**src/design/assert_macros.svh**
```systemverilog
// ----------------------------------------------------------------------------
// assert_macros.svh
// shared concurrent assertion macros, clocked on clk, held off during reset
// ----------------------------------------------------------------------------
`ifndef ASSERT_MACROS_SVH
`define ASSERT_MACROS_SVH

// property checked at every rising edge of clk outside reset
`define ASSERT_CLK(label, prop, msg) \
	label: assert property (@(posedge clk) disable iff (!arst_n) (prop)) else $error(msg);

// implication checked at every rising edge of clk outside reset
`define ASSERT_IMPL(label, ante, cons, msg) \
	`ASSERT_CLK(label, (ante) |-> (cons), msg)

`endif

```
**src/design/hftf_pkg.sv**
```systemverilog
// ----------------------------------------------------------------------------
// hftf_pkg
// types and constants of the hashed flow table
// ----------------------------------------------------------------------------
`default_nettype none

package hftf_pkg;

	localparam int KEY_W    = 32;
	localparam int CFG_W    = 13;
	localparam int CIDX_W   = 8;
	localparam int BIDX_W   = 12;
	localparam int WIDX_W   = 3;
	localparam int STAT_W   = 2;
	localparam int CFG_RST  = 4096;

	localparam logic [CIDX_W-1:0] REG_BUCKET_COUNT   = CIDX_W'(0);
	localparam logic [CIDX_W-1:0] REG_ENTRY_CAPACITY = CIDX_W'(1);

	localparam logic [STAT_W-1:0] ST_HIT     = STAT_W'(0);
	localparam logic [STAT_W-1:0] ST_NEW     = STAT_W'(1);
	localparam logic [STAT_W-1:0] ST_NO_FREE = STAT_W'(2);

	typedef struct packed {
		logic [KEY_W-1:0] flow_key_hash;
	} req_t;

	typedef struct packed {
		logic [STAT_W-1:0] status;
		logic [BIDX_W-1:0] bucket_index;
		logic [WIDX_W-1:0] way_index;
		logic              evicted_valid;
	} rsp_t;

	typedef struct packed {
		logic [CIDX_W-1:0] index;
		logic [CFG_W-1:0]  value;
	} cfg_t;

endpackage

`default_nettype wire

```
**src/design/hftf_div.sv**
```systemverilog
// ----------------------------------------------------------------------------
// hftf_div
// restoring serial divider, one dividend bit per cycle, remainder only
// ----------------------------------------------------------------------------
`default_nettype none

module hftf_div #(
	parameter int NW = 32
) (
	input  wire logic                      clk,
	input  wire logic                      arst_n,
	input  wire logic                      start,
	input  wire logic [NW-1:0]             dividend,
	input  wire logic [hftf_pkg::CFG_W-1:0] divisor,
	output logic                           done,
	output logic [hftf_pkg::CFG_W-1:0]     rem
);
	import hftf_pkg::*;

	localparam int CW = $clog2(NW + 1);

	logic              busy_q;
	logic              done_q;
	logic [CW-1:0]     cnt_q;
	logic [NW-1:0]     num_q;
	logic [CFG_W-1:0]  den_q;
	logic [CFG_W:0]    rem_q;
	logic [CFG_W:0]    trial;
	logic [CFG_W:0]    diff;

	assign trial = {rem_q[CFG_W-1:0], num_q[NW-1]};
	assign diff  = trial - {1'b0, den_q};

	always_ff @(posedge clk or negedge arst_n) begin
		if (!arst_n) begin
			busy_q <= 1'b0;
			done_q <= 1'b0;
			cnt_q  <= '0;
		end else begin
			done_q <= 1'b0;
			if (start) begin
				busy_q <= 1'b1;
				cnt_q  <= CW'(NW);
			end else if (busy_q) begin
				cnt_q <= cnt_q - CW'(1);
				if (cnt_q == CW'(1)) begin
					busy_q <= 1'b0;
					done_q <= 1'b1;
				end
			end
		end
	end

	always_ff @(posedge clk) begin
		if (start) begin
			num_q <= dividend;
			den_q <= divisor;
			rem_q <= '0;
		end else if (busy_q) begin
			num_q <= num_q << 1;
			rem_q <= (trial >= {1'b0, den_q}) ? diff : trial;
		end
	end

	assign done = done_q;
	assign rem  = rem_q[CFG_W-1:0];

endmodule

`default_nettype wire
```
**config.mk**
```make
export PLATFORM = sky130hd
export DESIGN_NAME = hftf_div
export DESIGN_NICKNAME = d
export VERILOG_FILES = /design/src/design/assert_macros.svh /design/src/design/hftf_pkg.sv /design/src/design/hftf_div.sv
export SDC_FILE = /design/constraint.sdc
export NUM_CORES = 1
export LEC_CHECK = 0
export ABC_AREA = 0
export BUFFER_PORTS_ARGS = -buffer_cell sky130_fd_sc_hd__buf_2
export CORE_MARGIN = 8
export CORE_UTILIZATION = 25
export DETAILED_ROUTE_END_ITERATION = 8
export GPL_TIMING_DRIVEN = 0
export PLACE_DENSITY_LB_ADDON = 0.05
export SLEW_MARGIN = 15
export SYNTH_ARGS = -nofsm -noshare
export SYNTH_HDL_FRONTEND = slang
export SYNTH_SLANG_ARGS = --single-unit
```
**constraint.sdc**
```tcl
create_clock -name clk -period 3.6 [get_ports clk]
set_input_delay 0.72 -clock clk [delete_from_list [all_inputs] [get_ports clk]]
set_output_delay 0.72 -clock clk [all_outputs]
set_load 0.02 [all_outputs]
```
# After elaboration in Yosys (flattened, before gate mapping)

Index checks and enable logic that the tools add are counted.

Word-level logic and storage cells: 22
Output and inout port bits: 14
Input port bits: 48
Latch bits: 0
Memories: 0
Register bits: 66
ROM bits: 0
Bits in writable memories: 0

Reduce and logical (&&, ||, !) cells: 1
Multipliers: 0
Order comparisons: 1
Add/subtract/negate cells: 2
Divide/modulo/power cells: 0
Bitwise operators: 0
Shift operators: 0
Muxes and demuxes: 11
Equality and inequality tests: 1

Operators with widths:

| operator                                             | number |
|---|---|
| two-way mux 32 bit                                   | 2 |
| greater-or-equal comparator 14 x 13 -> 1 bit         | 1 |
| two-way mux 13 bit                                   | 1 |
| subtractor 13 bit                                    | 1 |
| two-way mux 6 bit                                    | 2 |
| equality test 6 x 1 -> 1 bit (second input constant) | 1 |
| two-way mux 1 bit                                    | 6 |
| subtractor 6 x 1 -> 6 bit (second input constant)    | 1 |
| nonzero test 2 bit                                   | 1 |

# Logic depth before layout (Yosys ltp)

Gate-level depths: netlist of run 1.

Word-level depth: 4
Gate-level depth with buffers: 10

# Least setup slack after synthesis of run 1

No wires, ideal clock.

Path kind: register -> register
Start: register rem_q[6]
End: register rem_q[11]
Data arrival time: 2.341 ns
Stages on the path, launching flop included: 9
Slack: 1.130 ns
Library setup time: 0.130 ns
Required time: 3.470 ns
Period minus slack after synthesis: 2.470 ns
Cells stage by stage: dfxtp_1 > ha_1 > a211oi_1 > nor3b_1 > o41a_1 > a2111oi_4 > buf_2 > o21bai_1 > o21ai_0

Word-level cells in the longest chain between the ends: 2

RTL lines:

| element                                                                                  | RTL line                       | text |
|---|---|---|
| start, declared                                                                          | hftf_div.sv:27                 | `logic [CFG_W:0] rem_q;` |
| start signal, assigned                                                                   | hftf_div.sv:61                 | `rem_q <= (trial >= {1'b0, den_q}) ? diff : trial;` |
| subtractor 13 bit / greater-or-equal comparator 14 x 13 -> 1 bit (equally long branches) | hftf_div.sv:32, hftf_div.sv:61 |  |
| two-way mux 13 bit (*)                                                                   | hftf_div.sv:61                 |  |

Every way passes the cells marked *; elsewhere a longest branch is shown, timed or not.
A chain may end at the register's enable or synchronous reset.

# Final worst setup path of run 1

Start: register num_q[31]
End: register rem_q[11]

Word-level cells in the longest chain between the ends: 2

RTL lines:

| element                                                                                  | RTL line                       | text |
|---|---|---|
| start, declared                                                                          | hftf_div.sv:25                 | `logic [NW-1:0] num_q;` |
| start signal, assigned                                                                   | hftf_div.sv:56                 | `num_q <= dividend;` |
| start signal, assigned                                                                   | hftf_div.sv:60                 | `num_q <= num_q << 1;` |
| subtractor 13 bit / greater-or-equal comparator 14 x 13 -> 1 bit (equally long branches) | hftf_div.sv:32, hftf_div.sv:61 |  |
| two-way mux 13 bit (*)                                                                   | hftf_div.sv:61                 |  |

Marked as above.

==> results of run 1 <==
==> cells by family (layout without fill, tap and decap cells) <==
logic type	Yosys count	in the layout	synth area share, %
AO/OA/AOI/OAI	45	45	10.7
XOR/XNOR	12	12	3.16
adder cells (fa/ha/maj)	16	16	6.24
buffers and inverters	30	107	3.46
flip-flops	66	66	54.4
multiplexers	35	35	11.7
AND/OR/NAND/NOR	69	69	10.4
==> through the flow <==
stage | power [mW] | hold slack, ns | worst slack, ns | instances
after detailed placement | 1.52 | 0.504 | 0.508 | 510
after CTS | 2.39 | 0.213 | 0.658 | 526
after global routing | 2.49 | 0.216 | 0.439 | 526
after global placement | 1.52 | 0.511 | 0.0911 | 510
final | 2.35 | 0.219 | 0.741 | 526
after floorplan | 1.36 | 0.424 | 1.13 | 273
==> path summary, 6_finish.rpt <==
kind	start	to	slack, ns	cells after the start
worst max-delay path	num_q[31]	rem_q[11]	0.74	10
worst min register to register	rem_q[2]	rem_q[2]	0.51	2
min in group clk	rem_q[2]	rem_q[2]	0.51	2
max in group asynchronous	arst_n	done	3.20	1
worst max register to register	num_q[31]	rem_q[11]	0.74	10
worst min-delay path	arst_n	cnt_q[3]	0.22	1
==> area by class of cell <==
type	instances	area [um^2]	share of cell area [%]
plain buffers	11	43.8	1.06
clock buffers	10	229	5.53
clock inverters	6	57.6	1.39
inverters	19	71.3	1.72
multi-input cells	177	1400	33.9
flip-flops and latches	66	1810	43.7
well taps	176	220	5.32
repair buffers	61	305	7.37
==> routing by layer <==
metal,track usage (%),vias to the layer above,share of wire [%]
met1,11.9,1125,47
met5,0,-,0
met3,4.54,9,6.0
met2,15.2,43,45
met4,3.83,0,1.5
li1,-,1158,-
==> registers in the layout, indices dropped and copies added (netlist names) <==
register,flops
done,1
den_q,13
num_q,32
cnt_q,6
rem_q,13
busy_q,1
==> worst reg2reg max path: stages (launching register included) <==
cell and delay [ns]:
edfxtp_1 0.39, inv_1 0.07, ha_1 0.18, fa_1 0.22, nor2b_1 0.07, o2111ai_1 0.40, a311oi_1 0.22, a2111oi_4 0.60
buf_2 0.36, o21bai_1 0.14, o21ai_0 0.08
==> layout by cell type, fill, tap and decap left out, types with 3 or more instances in the layout <==
cell       Yosys  layout
buf_2          2      63
edfxtp_1      45      45
mux2_2        31      31
nor2_1        19      19
inv_1         19      18
ha_1          15      15
nand2_1       14      14
dfxtp_1       13      13
clkbuf_1       9      10
nand3_1       10      10
clkbuf_16      0       9
xnor2_1        8       8
dfrtp_1        8       8
a21oi_1        7       7
nand2b_1       6       6
o311ai_0       5       5
o21ai_0        5       5
xor2_1         4       4
o31ai_1        4       4
mux2i_1        4       4
a32oi_1        4       4
nor3_1         3       3
nor2b_1        3       3
or3_1          3       3
clkinv_1       0       3
==> power by group through the flow <==
stage / logic (mW) / clock network [mW] / registers, mW
2_1_floorplan: 0.336 / 0 / 1.02
3_3_place_gp: 0.498 / 0 / 1.02
3_5_place_dp: 0.501 / 0 / 1.02
4_1_cts: 0.504 / 0.887 / 1.00
5_1_grt: 0.556 / 0.915 / 1.02
6_report: 0.494 / 0.854 / 0.998
==> metrics.txt, run 1 <==
unrepaired setup endpoints after global routing=false; FMAX=about 350 MHz; WS Path Type=reg2reg; Critical Path RT=about 3.8 ns; fillcell total=1,390; Slew headroom=55.4%; final WL=8160 um; status=complete, no violations; die area=~17,000 um^2; leak pwr=1.74 nW; Worst path top cell family by delay=compound AO/OA/AOI/OAI gates; placed instance area=3850 um^2; Primary FF master, synth=edfxtp_1; Starting Density=~25%; via count=roughly 2,300; residual overflow from global routing=0; cell with the most instances after synthesis=edfxtp_1; standard-cell row count=42; Layout area overhead=24.4%; EDFF count, synth=45; Clock Tree Root=clkbuf_16; global placer's final weighted congestion=0.729; Clock Latency Late Sink=0.33 ns; DR DRC count=0; DPL Wire Length=just under 6000 um; Tcrit/Tclk final=between 70% and 80%; max cap viols=0; first-pass GRT wire length=13,300 um; Synth Cell Area=3330 um^2; Worst setup SP type=flip-flop; final slew viol count=0; Max Buffers Root-to-Sink=2; Die Y=131 um; Avg Inst Size Synth=12.2 um^2; Hold Path Class=in2async; clock sinks=66; DRT antenna net count=0; CP arrival=a little over 3 ns; core region area=around 13,000 um^2; postcts setup bufs=0; vias in the first global route=2,520; crit path time final=between 2 and 3 ns; worst path cell trace=inv_1 > ha_1 > fa_1 > nor2b_1 > o2111ai_1 > a311oi_1 > a2111oi_4 > buf_2 > o21bai_1 > o21ai_0; yosys warns=0; register area share after synthesis=a little over half; CP endpoint kind=flip-flop; cell-internal power=about 1.7 mW; Pwr per Cell Area=~570 nW/um^2; CP max stage delay=~0.6 ns; Core Util, Final=between 30% and 40%; CTS tree=done; Worst Tran Pin Value=between 0.6 and 0.7 ns; NetSw=between 0.6 and 0.7 mW; Synth top cells by count=45 x edfxtp_1, 31 x mux2_2, 19 x inv_1, 19 x nor2_1, 15 x ha_1; die span in x=131 um; switch share=28.1%; maximum vdd drop=0.232 mV; fraction of final layout cells sized beyond drive strength 1=between 30% and 40%; post-cts sizing count=0; Synth area leaders=edfxtp_1 41%, mux2_2 10%, dfxtp_1 7.8%; total CTS buffers=9; area share of the largest cell type after synthesis=between 40% and 50%; critical path fanouts, max=10; final setup TNS=0 ns; cell taking the most area after synthesis=edfxtp_1; port buffer count=a little over 60; IO Pins=62; syn_nets=337; Final Skew=just over 0.006 ns; Nets=roughly 410; H-tree levels=3; Post-Synthesis Cells=about 270; Pre-antenna DRT Iters=4; WL/cell=about 16 um; Via density=~4.4; Total GRT Usage=about a tenth; count of different cell masters after synthesis=45; worst path bufs/invs=2; largest net degree at the start of global routing=33; Hold Vio Cnt, Final=0; initial antenna violation count=0; ys async rst share=12.1%; synthesized flop and latch total=66; Clock power frac=about 36%; 1st-iter DRT viols=about 120; register clock-pin slew on the reported worst setup and hold paths=around 0.06 ns; share of power burned in registers=42.5%; Antenna diodes=0; Setup-failing EPs final=0; slowest CP cell=a2111oi_4; Comb pwr share=between 20% and 30%; cell area after layout=about 4100 um^2; Hold-fix buffers, CTS=0
(Power assumes the default switching activity.)
==> inputs of run 2 (changes only) <==
==> constraint.sdc (replaced) <==
create_clock -name clk -period 2.4 [get_ports clk]
set_input_delay 0.48 -clock clk [delete_from_list [all_inputs] [get_ports clk]]
set_output_delay 0.48 -clock clk [all_outputs]
set_load 0.02 [all_outputs]
==> run 2 against run 1 <==
Compared with the run above: the run now ends with negative setup slack left; via count increased by 0.90%; first-iteration DRC count shrank 21%; combinational power grew 69%; fmax rose by 14%; utilization increased by 1.3 points; largest power group unchanged; highest routed layer unchanged.
==> metrics.txt, run 2 (synthesis results as in run 1) <==
Comb pwr share=about a quarter; CTS tree=done; IO Pins=62; Worst setup SP type=flip-flop; WS Path Type=reg2reg; Hold Path Class=in2reg; max reg flops=32; DR WL met3=around 520 um; setup slack after layout=-0.101 ns; total CTS buffers=9; Top Layer Used=met4; placed instance area=approximately 3900 um^2; Top Registers=num_q x32, den_q x13, rem_q x13; launching point of the worst reg2reg path=rem_q[7]; final WL=~8300 um; reg2reg path depth=8; via count=about 2,400; Hold Crit Depth=1; DPL Wire Length=between 5000 and 6000 um; final slew viol count=0; crit path time final=~2.5 ns; residual overflow from global routing=0; Via density=between 4 and 5; leak pwr=1.80 nW; Total GRT Usage=approximately 10%; first-pass GRT wire length=between 10,000 and 15,000 um; Hold Vio Cnt, Final=0; FMAX=about 400 MHz; Clock Latency Late Sink=0.33 ns; Layout area overhead=29.3%; cell-internal power=approximately 2.5 mW; met2 routed WL=about 3800 um; DRT antenna net count=0; status=finished, violations left; CP endpoint kind=flip-flop; initial antenna violation count=0; Clock Tree Root=clkbuf_16; NetSw=1.07 mW; Nets=approximately 420; register clock-pin slew on the reported worst setup and hold paths=about 0.06 ns; Die Y=between 100 and 150 um; WL/cell=15.6 um; global placer's final weighted congestion=between 0.7 and 0.8; reg2reg end=rem_q[5]; Hold Slack=between 0.3 and 0.4 ns; cell area after layout=between 4000 and 5000 um^2; Antenna diodes=0; standard-cell row count=between 40 and 50; core region area=between 10,000 and 15,000 um^2; Top reg by flops=num_q; Design Power=about 3.6 mW; fraction of final layout cells sized beyond drive strength 1=38.1%; switch share=approximately 30%; Worst Tran Pin Value=a little over 0.6 ns; Starting Density=25.3%; Final Skew=between 0.008 and 0.009 ns; die area=about 17,000 um^2; register area=about 1800 um^2; clock sinks=66; largest net degree at the start of global routing=33; CP arrival=around 2.7 ns; die span in x=131 um; final setup TNS=-0.417 ns; DR DRC count=0; fillcell total=around 1,400; 1st-iter DRT viols=between 90 and 100; r2r setup slk=-0.10 ns; Core Util, Final=around a third; Setup-failing EPs final=11; pre-CTS setup slack=-0.502 ns; critical path fanouts, max=5; port buffer count=roughly 60; Max Buffers Root-to-Sink=2; hold endpoint=den_q[7]; Post-Route M1 WL=~4000 um; HP Start=divisor[7]; Clock power frac=around a third; Slew headroom=between 50% and 60%; most common cell after layout, fill and taps aside=buf_2; placed insts=510; Multi-input gate area=1510 um^2; Pre-antenna DRT Iters=4; maximum vdd drop=about 0.3 mV; Tcrit/Tclk final=104%; non-filler cells in the finished layout=~530; Pwr per Cell Area=826 nW/um^2; most frequent cells in the layout=61 x buf_2, 45 x edfxtp_1, 31 x mux2_2, 18 x nor2_1, 17 x inv_1; vias in the first global route=approximately 2,500; Critical Path RT=2.60 ns; max cap viols=0; H-tree levels=3; share of power burned in registers=around 42%; unrepaired setup endpoints after global routing=true; failing checks=negative setup slack
[run 2: cell count changes in the layout (fill, tap and decap cells not counted), sizes merged]
cell and delta:
clkinvlp -1, clkinv +2, buf +7, bufinv -1, clkbuf -1, dlygate4sd3 +1
[run 2: final cells by class]
cell class              instances  share of cell area, %
clock inverters                 6                   1.05
well taps                     176                   5.11
flip-flops and latches         66                   42.1
plain buffers                  11                   1.16
repair buffers                 69                   8.63
multi-input cells             177                   35.0
inverters                      19                   1.71
clock buffers                   9                   5.23
[run 2: critical path, stage by stage, from the launching register on]
cell,delay (ns)
dfxtp_1,0.34
ha_1,0.30
a211oi_4,0.24
nor3b_2,0.08
o41a_1,0.43
a2111oi_4,0.46
buf_4,0.21
mux2i_4,0.22
a211oi_2,0.08
[run 2: worst max-delay path by stage]
stage	to	start	cells after the start	slack, ns
6_report	rem_q[5]	rem_q[7]	8	-0.10
5_1_grt	rem_q[5]	den_q[7]	9	-0.21
4_1_cts	rem_q[5]	num_q[31]	10	-0.08
3_5_place_dp	rem_q[11]	num_q[31]	10	-0.50
3_3_place_gp	num_q[12]	start	5	-0.88
2_1_floorplan	rem_q[11]	rem_q[6]	8	-0.02
[run 2: routing by layer]
metal,vias up,GRT usage [%]
met3,9,4.34
met5,-,0
met2,49,15.3
li1,1177,-
met4,0,4.40
met1,1121,12.3
[run 2: power by group through the flow]
stage	logic (mW)	registers, mW	clock network, mW
6_report	0.836	1.50	1.22
5_1_grt	0.937	1.52	1.31
4_1_cts	0.831	1.50	1.26
3_5_place_dp	0.752	1.52	0
3_3_place_gp	0.748	1.53	0
2_1_floorplan	0.506	1.53	0
[run 2: repair_timing]
item	CTS	global route
hold buffers	1	0
resized for setup	22	7
setup buffers	3	4
pin swaps	6	3
hold endpoints to repair	8	0
endpoints found under the setup margin	45	45
